File: src/rtl/core/ravg_pkg.sv
// Shared types and constants for the range averaging filter.
// Holds transaction payload structs, controller/datapath command and status
// structs, and the register map. No dependencies.
package ravg_pkg;

  // Default ring length
  localparam int unsigned WINDOW_LEN_DEF = 20;

  // Field widths fixed by the sensor interface
  localparam int unsigned RANGE_W = 13;
  localparam int unsigned DIST_W  = 16;
  localparam int unsigned TIME_W  = 32;
  localparam int unsigned CFG_W   = 16;

  // Sensor codes
  localparam logic [3:0]         PHASE_FAIL_STATUS = 4'd4;
  localparam logic [RANGE_W-1:0] OUT_OF_RANGE_MM   = 13'd8191;
  localparam logic [DIST_W-1:0]  INVALID_DIST      = 16'hFFFF;

  // Register reset values
  localparam logic [CFG_W-1:0] OFFSET_RESET = 16'd0;
  localparam logic [CFG_W-1:0] WAIT_RESET   = 16'd3000;

  // Register map, selected by paddr[2]
  localparam int unsigned PADDR_W = 3;
  localparam logic REG_OFFSET = 1'b0;
  localparam logic REG_WAIT   = 1'b1;

  typedef struct packed {
    logic [TIME_W-1:0]  now_ms;
    logic [RANGE_W-1:0] range_mm;
    logic [3:0]         range_status;
    logic               want_average;
  } in_t;

  typedef struct packed {
    logic [DIST_W-1:0] distance_mm;
    logic              sensor_enable;
    logic              sensor_working;
  } out_t;

  // How the answer of the current transaction is formed
  typedef enum logic [1:0] {
    K_INVALID = 2'd0,
    K_FROZEN  = 2'd1,
    K_SAMPLE  = 2'd2,
    K_AVG     = 2'd3
  } kind_e;

  typedef struct packed {
    logic capture;  // take the input transaction, read old ring entry
    logic eval;     // check wait, status and freeze, update the window
    logic mul;      // multiply sum by the reciprocal of the ring length
    logic load;     // load the output register
  } cmd_t;

  typedef struct packed {
    logic early;    // answer needs no average
  } sts_t;

endpackage

File: src/rtl/core/ravg_ctrl.sv
// Controller of the range averaging filter: one-hot sequencer and the
// valid flag of the output register. Depends on ravg_pkg.
module ravg_ctrl
  import ravg_pkg::*;
(
  input  logic clk_i,
  input  logic rst_ni,
  input  logic in_valid_i,
  output logic in_stall_o,
  output logic out_valid_o,
  input  logic out_stall_i,
  input  sts_t sts_i,
  output cmd_t cmd_o
);

  typedef enum logic [3:0] {
    S_IDLE = 4'b0001,
    S_EVAL = 4'b0010,
    S_MUL  = 4'b0100,
    S_OUT  = 4'b1000
  } state_e;

  state_e state_q, state_d;
  logic   out_valid_q, out_valid_d;
  logic   out_free;

  assign out_free = !out_valid_q || !out_stall_i;

  // Decode commands from the state
  always_comb begin
    cmd_o.capture = (state_q == S_IDLE) && in_valid_i;
    cmd_o.eval    = (state_q == S_EVAL);
    cmd_o.mul     = (state_q == S_MUL);
    cmd_o.load    = (state_q == S_OUT) && out_free;
  end

  assign in_stall_o  = (state_q != S_IDLE);
  assign out_valid_o = out_valid_q;

  // Advance the sequencer
  always_comb begin
    state_d = state_q;
    unique case (state_q)
      S_IDLE: if (in_valid_i) state_d = S_EVAL;
      S_EVAL: state_d = sts_i.early ? S_OUT : S_MUL;
      S_MUL:  state_d = S_OUT;
      S_OUT:  if (out_free) state_d = S_IDLE;
      default: state_d = S_IDLE;
    endcase
  end

  // Hold the result until the receiver takes it
  always_comb begin
    out_valid_d = out_valid_q;
    if (cmd_o.load) begin
      out_valid_d = 1'b1;
    end else if (!out_stall_i) begin
      out_valid_d = 1'b0;
    end
  end

  always_ff @(posedge clk_i or negedge rst_ni) begin
    if (!rst_ni) begin
      state_q     <= S_IDLE;
      out_valid_q <= 1'b0;
    end else begin
      state_q     <= state_d;
      out_valid_q <= out_valid_d;
    end
  end

endmodule

File: src/rtl/core/ravg_dp.sv
// Datapath of the range averaging filter: sample ring memory, running sum,
// repeat-run tracker for freeze detection, power-off timer and result
// register. Depends on ravg_pkg.
module ravg_dp
  import ravg_pkg::*;
#(
  parameter int unsigned WindowLen = WINDOW_LEN_DEF
) (
  input  logic             clk_i,
  input  logic             rst_ni,
  input  cmd_t             cmd_i,
  output sts_t             sts_o,
  input  in_t              in_data_i,
  input  logic [CFG_W-1:0] offset_i,
  input  logic [CFG_W-1:0] wait_i,
  output out_t             out_data_o
);

  localparam int unsigned SLOT_W   = $clog2(WindowLen);
  localparam int unsigned RUN_W    = $clog2(WindowLen + 1);
  localparam int unsigned SUM_W    = RANGE_W + SLOT_W;
  // floor(x / WindowLen) == (x * RecipM) >> RecipSh for every x below 2**SUM_W
  localparam int unsigned RecipSh  = SUM_W + SLOT_W;
  localparam int unsigned RecipInt = ((1 << RecipSh) + WindowLen - 1) / WindowLen;
  localparam int unsigned PROD_W   = SUM_W + RecipSh;

  localparam logic [RecipSh-1:0] RecipM   = RecipSh'(RecipInt);
  localparam logic [SLOT_W-1:0]  LastSlot = SLOT_W'(WindowLen - 1);
  localparam logic [RUN_W-1:0]   RunFull  = RUN_W'(WindowLen);

  // Ring storage, written and read in clocked blocks
  logic [RANGE_W-1:0] ring_mem [WindowLen];
  logic [RANGE_W-1:0] rd_q;

  in_t                in_q;
  logic [SLOT_W-1:0]  slot_q, slot_d;
  logic               wrapped_q, wrapped_d;
  logic [SUM_W-1:0]   sum_q, sum_d;
  logic [RUN_W-1:0]   run_q, run_d;
  logic [RANGE_W-1:0] last_q, last_d;
  logic               resetting_q, resetting_d;
  logic [TIME_W-1:0]  pot_q, pot_d;
  logic               enable_q, enable_d;
  logic               working_q, working_d;
  kind_e              kind_q, kind_d;
  logic [PROD_W-1:0]  prod_q;
  out_t               out_q;

  logic [TIME_W-1:0]  elapsed;
  logic               waiting, phase_fail, frozen, do_write;
  logic [RANGE_W-1:0] old_entry;
  logic [RUN_W-1:0]   run_nx;
  logic [RANGE_W-1:0] avg_q;
  logic [DIST_W-1:0]  base, answer;

  // Check the power-off wait and the sensor status
  assign elapsed    = in_q.now_ms - pot_q;
  assign waiting    = resetting_q && (elapsed < {{(TIME_W-CFG_W){1'b0}}, wait_i});
  assign phase_fail = (in_q.range_status == PHASE_FAIL_STATUS);
  assign do_write   = cmd_i.eval && !waiting && !phase_fail;

  // Entries not yet written since reset read as zero
  assign old_entry = wrapped_q ? rd_q : '0;

  // Track how many latest writes repeat the newest sample
  always_comb begin
    if (in_q.range_mm != last_q) begin
      run_nx = RUN_W'(1);
    end else if (run_q == RunFull) begin
      run_nx = RunFull;
    end else begin
      run_nx = run_q + 1'b1;
    end
  end

  assign frozen = (run_nx == RunFull) && (in_q.range_mm != '0)
                  && (in_q.range_mm != OUT_OF_RANGE_MM);

  // Pick the kind of answer
  always_comb begin
    priority if (waiting || phase_fail) begin
      kind_d = K_INVALID;
    end else if (frozen) begin
      kind_d = K_FROZEN;
    end else if (in_q.want_average) begin
      kind_d = K_AVG;
    end else begin
      kind_d = K_SAMPLE;
    end
  end

  assign sts_o.early = (kind_d != K_AVG);

  // Next window and power state
  always_comb begin
    slot_d      = slot_q;
    wrapped_d   = wrapped_q;
    sum_d       = sum_q;
    run_d       = run_q;
    last_d      = last_q;
    resetting_d = resetting_q;
    pot_d       = pot_q;
    enable_d    = enable_q;
    working_d   = working_q;
    if (cmd_i.eval && !waiting) begin
      // wait over: power the sensor back on
      resetting_d = 1'b0;
      enable_d    = 1'b1;
      working_d   = 1'b1;
      if (!phase_fail) begin
        sum_d   = sum_q - SUM_W'(old_entry) + SUM_W'(in_q.range_mm);
        run_d   = run_nx;
        last_d  = in_q.range_mm;
        if (slot_q == LastSlot) begin
          slot_d    = '0;
          wrapped_d = 1'b1;
        end else begin
          slot_d = slot_q + 1'b1;
        end
        if (frozen) begin
          resetting_d = 1'b1;
          pot_d       = in_q.now_ms;
          enable_d    = 1'b0;
          working_d   = 1'b0;
        end
      end
    end
  end

  // Form the answer
  assign avg_q = prod_q[RecipSh +: RANGE_W];

  always_comb begin
    base   = {{(DIST_W-RANGE_W){1'b0}}, in_q.range_mm};
    answer = INVALID_DIST;
    unique case (kind_q)
      K_INVALID: answer = INVALID_DIST;
      K_FROZEN:  answer = base + offset_i;
      K_SAMPLE:  answer = base + offset_i;
      K_AVG:     answer = {{(DIST_W-RANGE_W){1'b0}}, avg_q} + offset_i;
      default:   answer = INVALID_DIST;
    endcase
  end

  // Ring write and read of the entry about to be replaced
  always_ff @(posedge clk_i) begin
    if (do_write) begin
      ring_mem[slot_q] <= in_q.range_mm;
    end
    if (cmd_i.capture) begin
      rd_q <= ring_mem[slot_q];
    end
  end

  // Payload registers
  always_ff @(posedge clk_i) begin
    if (cmd_i.capture) begin
      in_q <= in_data_i;
    end
    if (cmd_i.eval) begin
      kind_q <= kind_d;
    end
    if (cmd_i.mul) begin
      prod_q <= PROD_W'(sum_q) * PROD_W'(RecipM);
    end
    if (cmd_i.load) begin
      out_q.distance_mm    <= answer;
      out_q.sensor_enable  <= enable_q;
      out_q.sensor_working <= working_q;
    end
  end

  // Window and power state
  always_ff @(posedge clk_i or negedge rst_ni) begin
    if (!rst_ni) begin
      slot_q      <= '0;
      wrapped_q   <= 1'b0;
      sum_q       <= '0;
      run_q       <= RunFull;
      last_q      <= '0;
      resetting_q <= 1'b0;
      pot_q       <= '0;
      enable_q    <= 1'b1;
      working_q   <= 1'b1;
    end else begin
      slot_q      <= slot_d;
      wrapped_q   <= wrapped_d;
      sum_q       <= sum_d;
      run_q       <= run_d;
      last_q      <= last_d;
      resetting_q <= resetting_d;
      pot_q       <= pot_d;
      enable_q    <= enable_d;
      working_q   <= working_d;
    end
  end

  assign out_data_o = out_q;

endmodule

File: src/rtl/core/range_avg_with_freeze_reset.sv
// Top level of the range averaging filter with freeze detection.
// Holds the APB register file; instantiates ravg_ctrl and ravg_dp.
// Depends on ravg_pkg.
//
//   channel   direction  handshake                 payload
//   in        input      in_valid_i / in_stall_o   in_data_i  (in_t)
//   out       output     out_valid_o / out_stall_i out_data_o (out_t)
//   config    input      APB psel/penable/pready   pwdata, prdata (32 bits)
//
// A transaction steps the sequencer through capture plus ring read, evaluate and
// update, the reciprocal multiplier when the window average is answered, and
// result load. The next transaction is taken the cycle after the load.
// The result register frees the input while the last answer waits; a stalled
// output holds the sequencer in its load step.
// Reset clears the window to zero at once through a fill flag, with no
// clearing pass; the sensor starts powered and considered working.
module range_avg_with_freeze_reset
  import ravg_pkg::*;
#(
  parameter int unsigned WindowLen = WINDOW_LEN_DEF
) (
  input  logic               clk_i,
  input  logic               rst_ni,
  input  logic               in_valid_i,
  output logic               in_stall_o,
  input  in_t                in_data_i,
  output logic               out_valid_o,
  input  logic               out_stall_i,
  output out_t               out_data_o,
  input  logic               psel,
  input  logic               penable,
  input  logic               pwrite,
  input  logic [PADDR_W-1:0] paddr,
  input  logic [31:0]        pwdata,
  output logic [31:0]        prdata,
  output logic               pready
);

  logic [CFG_W-1:0] offset_q, offset_d;
  logic [CFG_W-1:0] wait_q, wait_d;
  logic             cfg_we;
  cmd_t             cmd;
  sts_t             sts;

  assign pready = 1'b1;
  assign cfg_we = psel && penable && pwrite;

  // Register writes
  always_comb begin
    offset_d = offset_q;
    wait_d   = wait_q;
    if (cfg_we) begin
      unique case (paddr[2])
        REG_OFFSET: offset_d = pwdata[CFG_W-1:0];
        REG_WAIT:   wait_d   = pwdata[CFG_W-1:0];
        default:    offset_d = offset_q;
      endcase
    end
  end

  always_ff @(posedge clk_i or negedge rst_ni) begin
    if (!rst_ni) begin
      offset_q <= OFFSET_RESET;
      wait_q   <= WAIT_RESET;
    end else begin
      offset_q <= offset_d;
      wait_q   <= wait_d;
    end
  end

  // Register reads
  always_comb begin
    unique case (paddr[2])
      REG_OFFSET: prdata = {{(32-CFG_W){1'b0}}, offset_q};
      REG_WAIT:   prdata = {{(32-CFG_W){1'b0}}, wait_q};
      default:    prdata = '0;
    endcase
  end

  ravg_ctrl u_ctrl (
    .clk_i       (clk_i),
    .rst_ni      (rst_ni),
    .in_valid_i  (in_valid_i),
    .in_stall_o  (in_stall_o),
    .out_valid_o (out_valid_o),
    .out_stall_i (out_stall_i),
    .sts_i       (sts),
    .cmd_o       (cmd)
  );

  ravg_dp #(
    .WindowLen (WindowLen)
  ) u_dp (
    .clk_i      (clk_i),
    .rst_ni     (rst_ni),
    .cmd_i      (cmd),
    .sts_o      (sts),
    .in_data_i  (in_data_i),
    .offset_i   (offset_q),
    .wait_i     (wait_q),
    .out_data_o (out_data_o)
  );

endmodule

File: config.mk
export PLATFORM = sky130hd
export DESIGN_NAME = range_avg_with_freeze_reset
export DESIGN_NICKNAME = d
export VERILOG_FILES = /design/src/rtl/core/ravg_pkg.sv /design/src/rtl/core/ravg_ctrl.sv /design/src/rtl/core/ravg_dp.sv /design/src/rtl/core/range_avg_with_freeze_reset.sv
export SDC_FILE = /design/constraint.sdc
export NUM_CORES = 1
export LEC_CHECK = 0
export BUFFER_PORTS_ARGS = -buffer_cell sky130_fd_sc_hd__buf_2
export CORE_MARGIN = 4
export CORE_UTILIZATION = 29
export CTS_CLUSTER_SIZE = 40
export DETAILED_ROUTE_END_ITERATION = 12
export PLACE_DENSITY = 0.4
export SKIP_CTS_REPAIR_TIMING = 1
export SLEW_MARGIN = 10
export SYNTH_ARGS = -nofsm -noshare
export SYNTH_HDL_FRONTEND = slang
export SYNTH_HIERARCHICAL = 1
export SYNTH_SLANG_ARGS = --single-unit
File: constraint.sdc
create_clock -name clk_i -period 7.04 [get_ports clk_i]
set_input_delay 1.408 -clock clk_i [delete_from_list [all_inputs] [get_ports clk_i]]
set_output_delay 1.408 -clock clk_i [all_outputs]
set_load 0.01 [all_outputs]
# After elaboration in Yosys (flattened, before gate mapping)
# Memories as Yosys holds them, arrays and structs flattened. A register that Yosys moved wholly into a read port is not among the register bits.
# Cells that the tools add are included.
dict set report totals {
  output_inout_bits 53
  ff_bits 218
  memories 1
  wordCells 95
  in_bits 92
  ramBits 260
}
# name depth width rd rd_clocked_by_memory_dff wr line
set mem_list {}
lappend mem_list {u_dp.ring_mem 20 13 1 1 1 ravg_dp.sv:32} ;# logic [RANGE_W-1:0] ring_mem [WindowLen];
dict set report op_classes {
  eq_ne 18
  reduce_logical 24
  mul 1
  addsub 7
  n_lt_le_gt_ge 1
  n_mux 21
  bitwise_logic 2
}
# cell n
set ops {}
lappend ops {{32-bit case mux with 2 select lines} 1}
lappend ops {{16-bit case mux with 3 select lines} 1}
lappend ops {{18-bit by 19-bit multiplier with 36-bit output, second input constant} 1}
lappend ops {{13-bit by 16-bit adder with 16-bit output} 2}
lappend ops {{32-bit by 16-bit < comparator with 1-bit output} 1}
lappend ops {{32-bit subtractor} 1}
lappend ops {{18-bit by 13-bit adder with 18-bit output} 1}
lappend ops {{18-bit by 13-bit subtractor with 18-bit output} 1}
lappend ops {{4-bit case mux with 4 select lines} 1}
lappend ops {{5-bit equality test, second input constant} 3}
lappend ops {{5-bit two-way mux} 3}
lappend ops {{13-bit two-way mux} 1}
lappend ops {{13-bit != test} 1}
lappend ops {{13-bit != test, second input constant} 1}
lappend ops {{13-bit nonzero test} 1}
lappend ops {{4-bit two-way mux} 3}
lappend ops {{5-bit by 1-bit adder with 5-bit output, second input constant} 2}
lappend ops {{1-bit logical AND} 9}
lappend ops {{1-bit two-way mux} 9}
lappend ops {{4-bit by 3-bit equality test with 1-bit output, second input constant} 2}
lappend ops {{2-bit AND reduction} 4}
lappend ops {{3-bit AND reduction} 2}
lappend ops {{2-bit equality test, second input constant} 2}
lappend ops {{4-bit by 1-bit equality test with 1-bit output, second input constant} 1}
lappend ops {{12 further kinds} 20}

# Longest topological paths before layout
dict set report depth {
  depth_word 11
  ltp_mapped 24
  ltp_nobuf 23
}

# By module
# The synthesis kept the hierarchy.
# mod cells_per_inst instances seq_area_each_um2 area_each_um2
set by_module_without_submodules {}
lappend by_module_without_submodules {ravg_dp 1918 1 12565.8 25340.6}
lappend by_module_without_submodules {range_avg_with_freeze_reset 105 1 809.5 1606.5}
lappend by_module_without_submodules {ravg_ctrl 25 1 126.4 279.0}

# Worst setup path before layout
# No wires, ideal clock.
dict set report synth_timing {
  path_kind {register to register}
  startpoint {register u_dp.sum_q[16]}
  endpoint {register u_dp.prod_q[33], data pin}
  n_path_buf 0
  slack_ns 1.329
  stages_incl_launch_ff 24
  required_ns 6.778
  t_arrival_ns 5.449
  setup_time_ns 0.262
  synth_period_minus_slack_ns 5.711
  path_cell_list {dfrtp_1 -> inv_1 -> ha_1 -> inv_1 -> fa_1 -> fa_1 -> inv_1 -> fa_1 -> inv_1 -> fa_1 -> inv_1 -> fa_1 -> inv_1 -> ha_1 -> a21o_1 -> a21oi_1 -> o21bai_1 -> a21oi_1 -> o21ai_0 -> a21oi_1 -> a21oi_1 -> nor3_1 -> o21bai_1 -> xor2_1}
}
dict set report synth_via {
  elab_chain_len 1
}
# item line
set synth_rtl {}
lappend synth_rtl {{start: declaration} ravg_dp.sv:38} ;# logic [SUM_W-1:0] sum_q, sum_d;
lappend synth_rtl {{start signal: assignment} ravg_dp.sv:188} ;# sum_q <= sum_d;
lappend synth_rtl {{18-bit by 19-bit multiplier with 36-bit output} ravg_dp.sv:164} ;# prod_q <= PROD_W'(sum_q) * PROD_W'(RecipM);
lappend synth_rtl {{end signal: assignment} ravg_dp.sv:164}
lappend synth_rtl {{end: declaration} ravg_dp.sv:46} ;# logic [PROD_W-1:0] prod_q;
# No other way between the ends.
# A chain may end at the register's enable or synchronous reset.

# Worst setup path in the final report
dict set report layout_timing {
  startpoint {register u_dp.sum_q[16]}
  endpoint {register u_dp.prod_q[35], data pin}
}
# Same word-level chain as after synthesis.

==> summary.txt <==
CTS
  – Clk slew on worst S/H paths: 0.06 ns
  – Clock Tree Root: clkbuf_16
  – CTS tree: done
  – Clock Latency Late Sink: between 0.6 and 0.7 ns
  – CTS H-Tree Depth: 2
  – Clock sinks: approximately 470
  – CTS Buf Count: between 50 and 60
  – Clk buf depth: 3

Logic synthesis
  – Cell area after synthesis: 27200 um^2
  – Most used DFF post-synth: edfxtp_1
  – Post-Synth Adder-Cell Area: ~18%
  – Mux contribution to synthesized area: about 11%
  – Synth Area in Simple Gates: 6.40%
  – Synth cell types: 80
  – Syn. warnings: 6
  – XOR/XNOR share of the synthesized area: 2.35%
  – Ys async rst share: 24.1%
  – Largest family of logic cells by synthesized area: adder cells
  – Cell taking the most area after synthesis: edfxtp_1
  – Synth Area in Compound Gates: 7.18%
  – Post-synthesis sequential area ratio: 49.6%
  – Yosys reg bits: roughly 470
  – Synth top area share: 39.2%
  – Syn Inst Count: 2048
  – Syn avg cell area: 13.3 um^2
  – Post-synth EDFFs: ~360
  – Top post-synthesis cells by area: edfxtp_1, dfrtp_1, ha_1, fa_1, mux4_2

Hold path
  – Min-delay src: u_dp/resetting_q
  – Worst min path class: flop to flop
  – Hold Path Cell Cnt: 1
  – Hold EP: u_dp/resetting_q

Placement
  – Placed Cells: 3376
  – Hpwl dp: 50.6 mm
  – I/O Buffers: 109
  – Pre-CTS setup slack: 0.604 ns
  – GPL Wtd Cong: 0.799

Final layout
  – Share of cells above drive strength 1: 19.5%
  – Cell Count, Final, Fillers Out: 3480
  – Most frequent cells in the layout: edfxtp_1, inv_1, ha_1
  – Leading cell type in the layout, fill and taps excluded: edfxtp_1
  – Ant. Diodes: 0
  – Fill cell total of the finished layout: 9218
  – Area grow syn2layout: 14.2%
  – Layout Nets: between 2000 and 3000

Route
  – DR iter-0 viols: 1032
  – Remaining DRCs: 0
  – Final wirelength: 71.6 mm
  – Wire per inst: 20.6 um
  – Via count: 16246
  – Remaining antenna violation count: 0
  – DRT Pass-1 Iters: 5
  – Via density: 4.67

Die
  – Cell Rows: between 100 and 150
  – Full die area: between 90000 and 100000 um^2
  – Starting density of the core: 29.2%
  – # IOs: around 150
  – Die H: 314 um
  – Die width: 314 um
  – Core box area: 93200 um^2

Setup path
  – Worst-case reg-to-reg path depth: 22
  – Nature of the critical path endpoint: flop
  – Startpoint types: flop
  – Req. time, crit path: between 7 and 8 ns
  – Worst Path Arrival: roughly 7 ns
  – Worst-path fanout max: 4
  – Crit Path Category: flop to flop
  – Worst r2r dst: u_dp/prod_q[35]
  – FF-to-FF Start: u_dp/sum_q[16]
  – Reg-to-reg setup timing slack: 0.60 ns

Global routing
  – Initial antenna violation count: 2
  – Global-route wire length before repair: 108 mm
  – Final global-route overflow total: 0
  – Gr usage total: between 10% and 20%
  – Vias in the first global route: between 15000 and 20000
  – Largest net degree at the start of global routing: 65

Timing
  – Crit share post-route: 91.5%
  – Final min period: 6.44 ns
  – Clk_skew: just under 0.03 ns
  – Final hold violations: 0
  – Final-report max-slew violation count: 0
  – Post-route setup slack: 0.598 ns
  – Total Neg Setup Slack: 0 ns
  – Unrepaired setup endpoints after global routing: false
  – Slew HR: 23.2%
  – F_max: 155 MHz
  – Final Setup Violations: 0
  – Final hold slack: around 0.50 ns
  – Least-Margin Pin Slew: ~1.2 ns

Outcome
  – Status: finished clean

Flow run
  – Max-cap violation count: 0
[cell type report]
class                   count  area (um^2)  share of cell area [%]
well taps                1254         1570                    5.05
repair buffers            132          721                    2.32
inverters                 299         1120                    3.61
clock buffers              68         1490                    4.78
flip-flops and latches    468        13500                    43.4
clock inverters            36          444                    1.43
multi-input cells        1223        12300                    39.4
[layer usage]
metal / vias up / wire length (um) / share of wire [%] / GRT usage (%)
li1: 7603 / - / - / -
met1: 8269 / 32700 / 46 / 19.7
met2: 298 / 34500 / 48 / 24.6
met3: 76 / 2960 / 4.1 / 2.08
met4: 0 / 1460 / 2.0 / 3.28
met5: - / 0 / 0 / 0
[worst max-delay path, cell delays in order, from the launching register on]
cell and delay (ns):
dfrtp_1 0.41, inv_1 0.10, ha_1 0.29, inv_1 0.20, fa_1 0.50, fa_1 0.58, inv_1 0.08, fa_1 0.55
inv_1 0.06, fa_1 0.53, inv_1 0.05, fa_1 0.53, inv_1 0.04, ha_1 0.28, nand2_1 0.10, nor2_1 0.13
nand3_1 0.07, o21ai_0 0.55, o2111ai_1 0.29, a21oi_1 0.31, nor3_1 0.13, o31ai_1 0.29, xnor2_1 0.10
[through the flow]
step           utilization, %  instance area, um^2
5_1_grt                  33.4                31100
4_1_cts                  33.4                31100
3_3_place_gp             31.3                29200
3_5_place_dp             31.3                29200
6_report                 33.4                31100
2_1_floorplan               -                27300
[cell usage after synthesis, types with 31 or more instances]
cell and n:
ha_1 204, nand3_1 33, mux2_2 69, o21ai_0 86
inv_1 299, dfrtp_1 102, xnor2_1 44, mux2_4 38
clkbuf_1 31, mux4_2 65, nand2_1 65, nor2_1 60
nor3_1 38, a21oi_1 75, fa_1 114, edfxtp_1 355
[how the worst max path moves through the flow]
| stage | startpoint | end | slack, ns | depth (start not counted) |
|---|---|---|---|---|
| 3_5_place_dp | u_dp/sum_q[16] | u_dp/prod_q[35] | 0.60 | 22 |
| 2_1_floorplan | u_dp/sum_q[16] | u_dp/prod_q[33] | 1.33 | 23 |
| 5_1_grt | u_dp/sum_q[16] | u_dp/prod_q[35] | 0.22 | 22 |
| 4_1_cts | u_dp/sum_q[16] | u_dp/prod_q[35] | 0.58 | 22 |
| 6_report | u_dp/sum_q[16] | u_dp/prod_q[35] | 0.60 | 22 |
| 3_3_place_gp | u_dp/sum_q[7] | u_dp/prod_q[35] | 0.56 | 22 |
[state kept, by name, summed over array words and instances (netlist names), 16 cells and up]
register	cells
u_dp/ring_mem	260
u_dp/in_q	37
u_dp/pot_q	32
u_dp/sum_q	18
u_dp/out_data_o	17
offset_q	16
wait_q	16
[kinds of logic after synthesis]
| kind of cell | count (synthesis) |
|---|---|
| other | 2 |
| multiplexers | 190 |
| AND/OR/NAND/NOR | 325 |
| AO/OA/AOI/OAI | 300 |
| XOR/XNOR | 73 |
| flip-flops | 468 |
| buffers and inverters | 372 |
| adder cells (fa/ha/maj) | 318 |
Power is left out: the tool's default activity adds up to more than one toggle a clock period on the data nets, which glitch-free logic cannot reach.
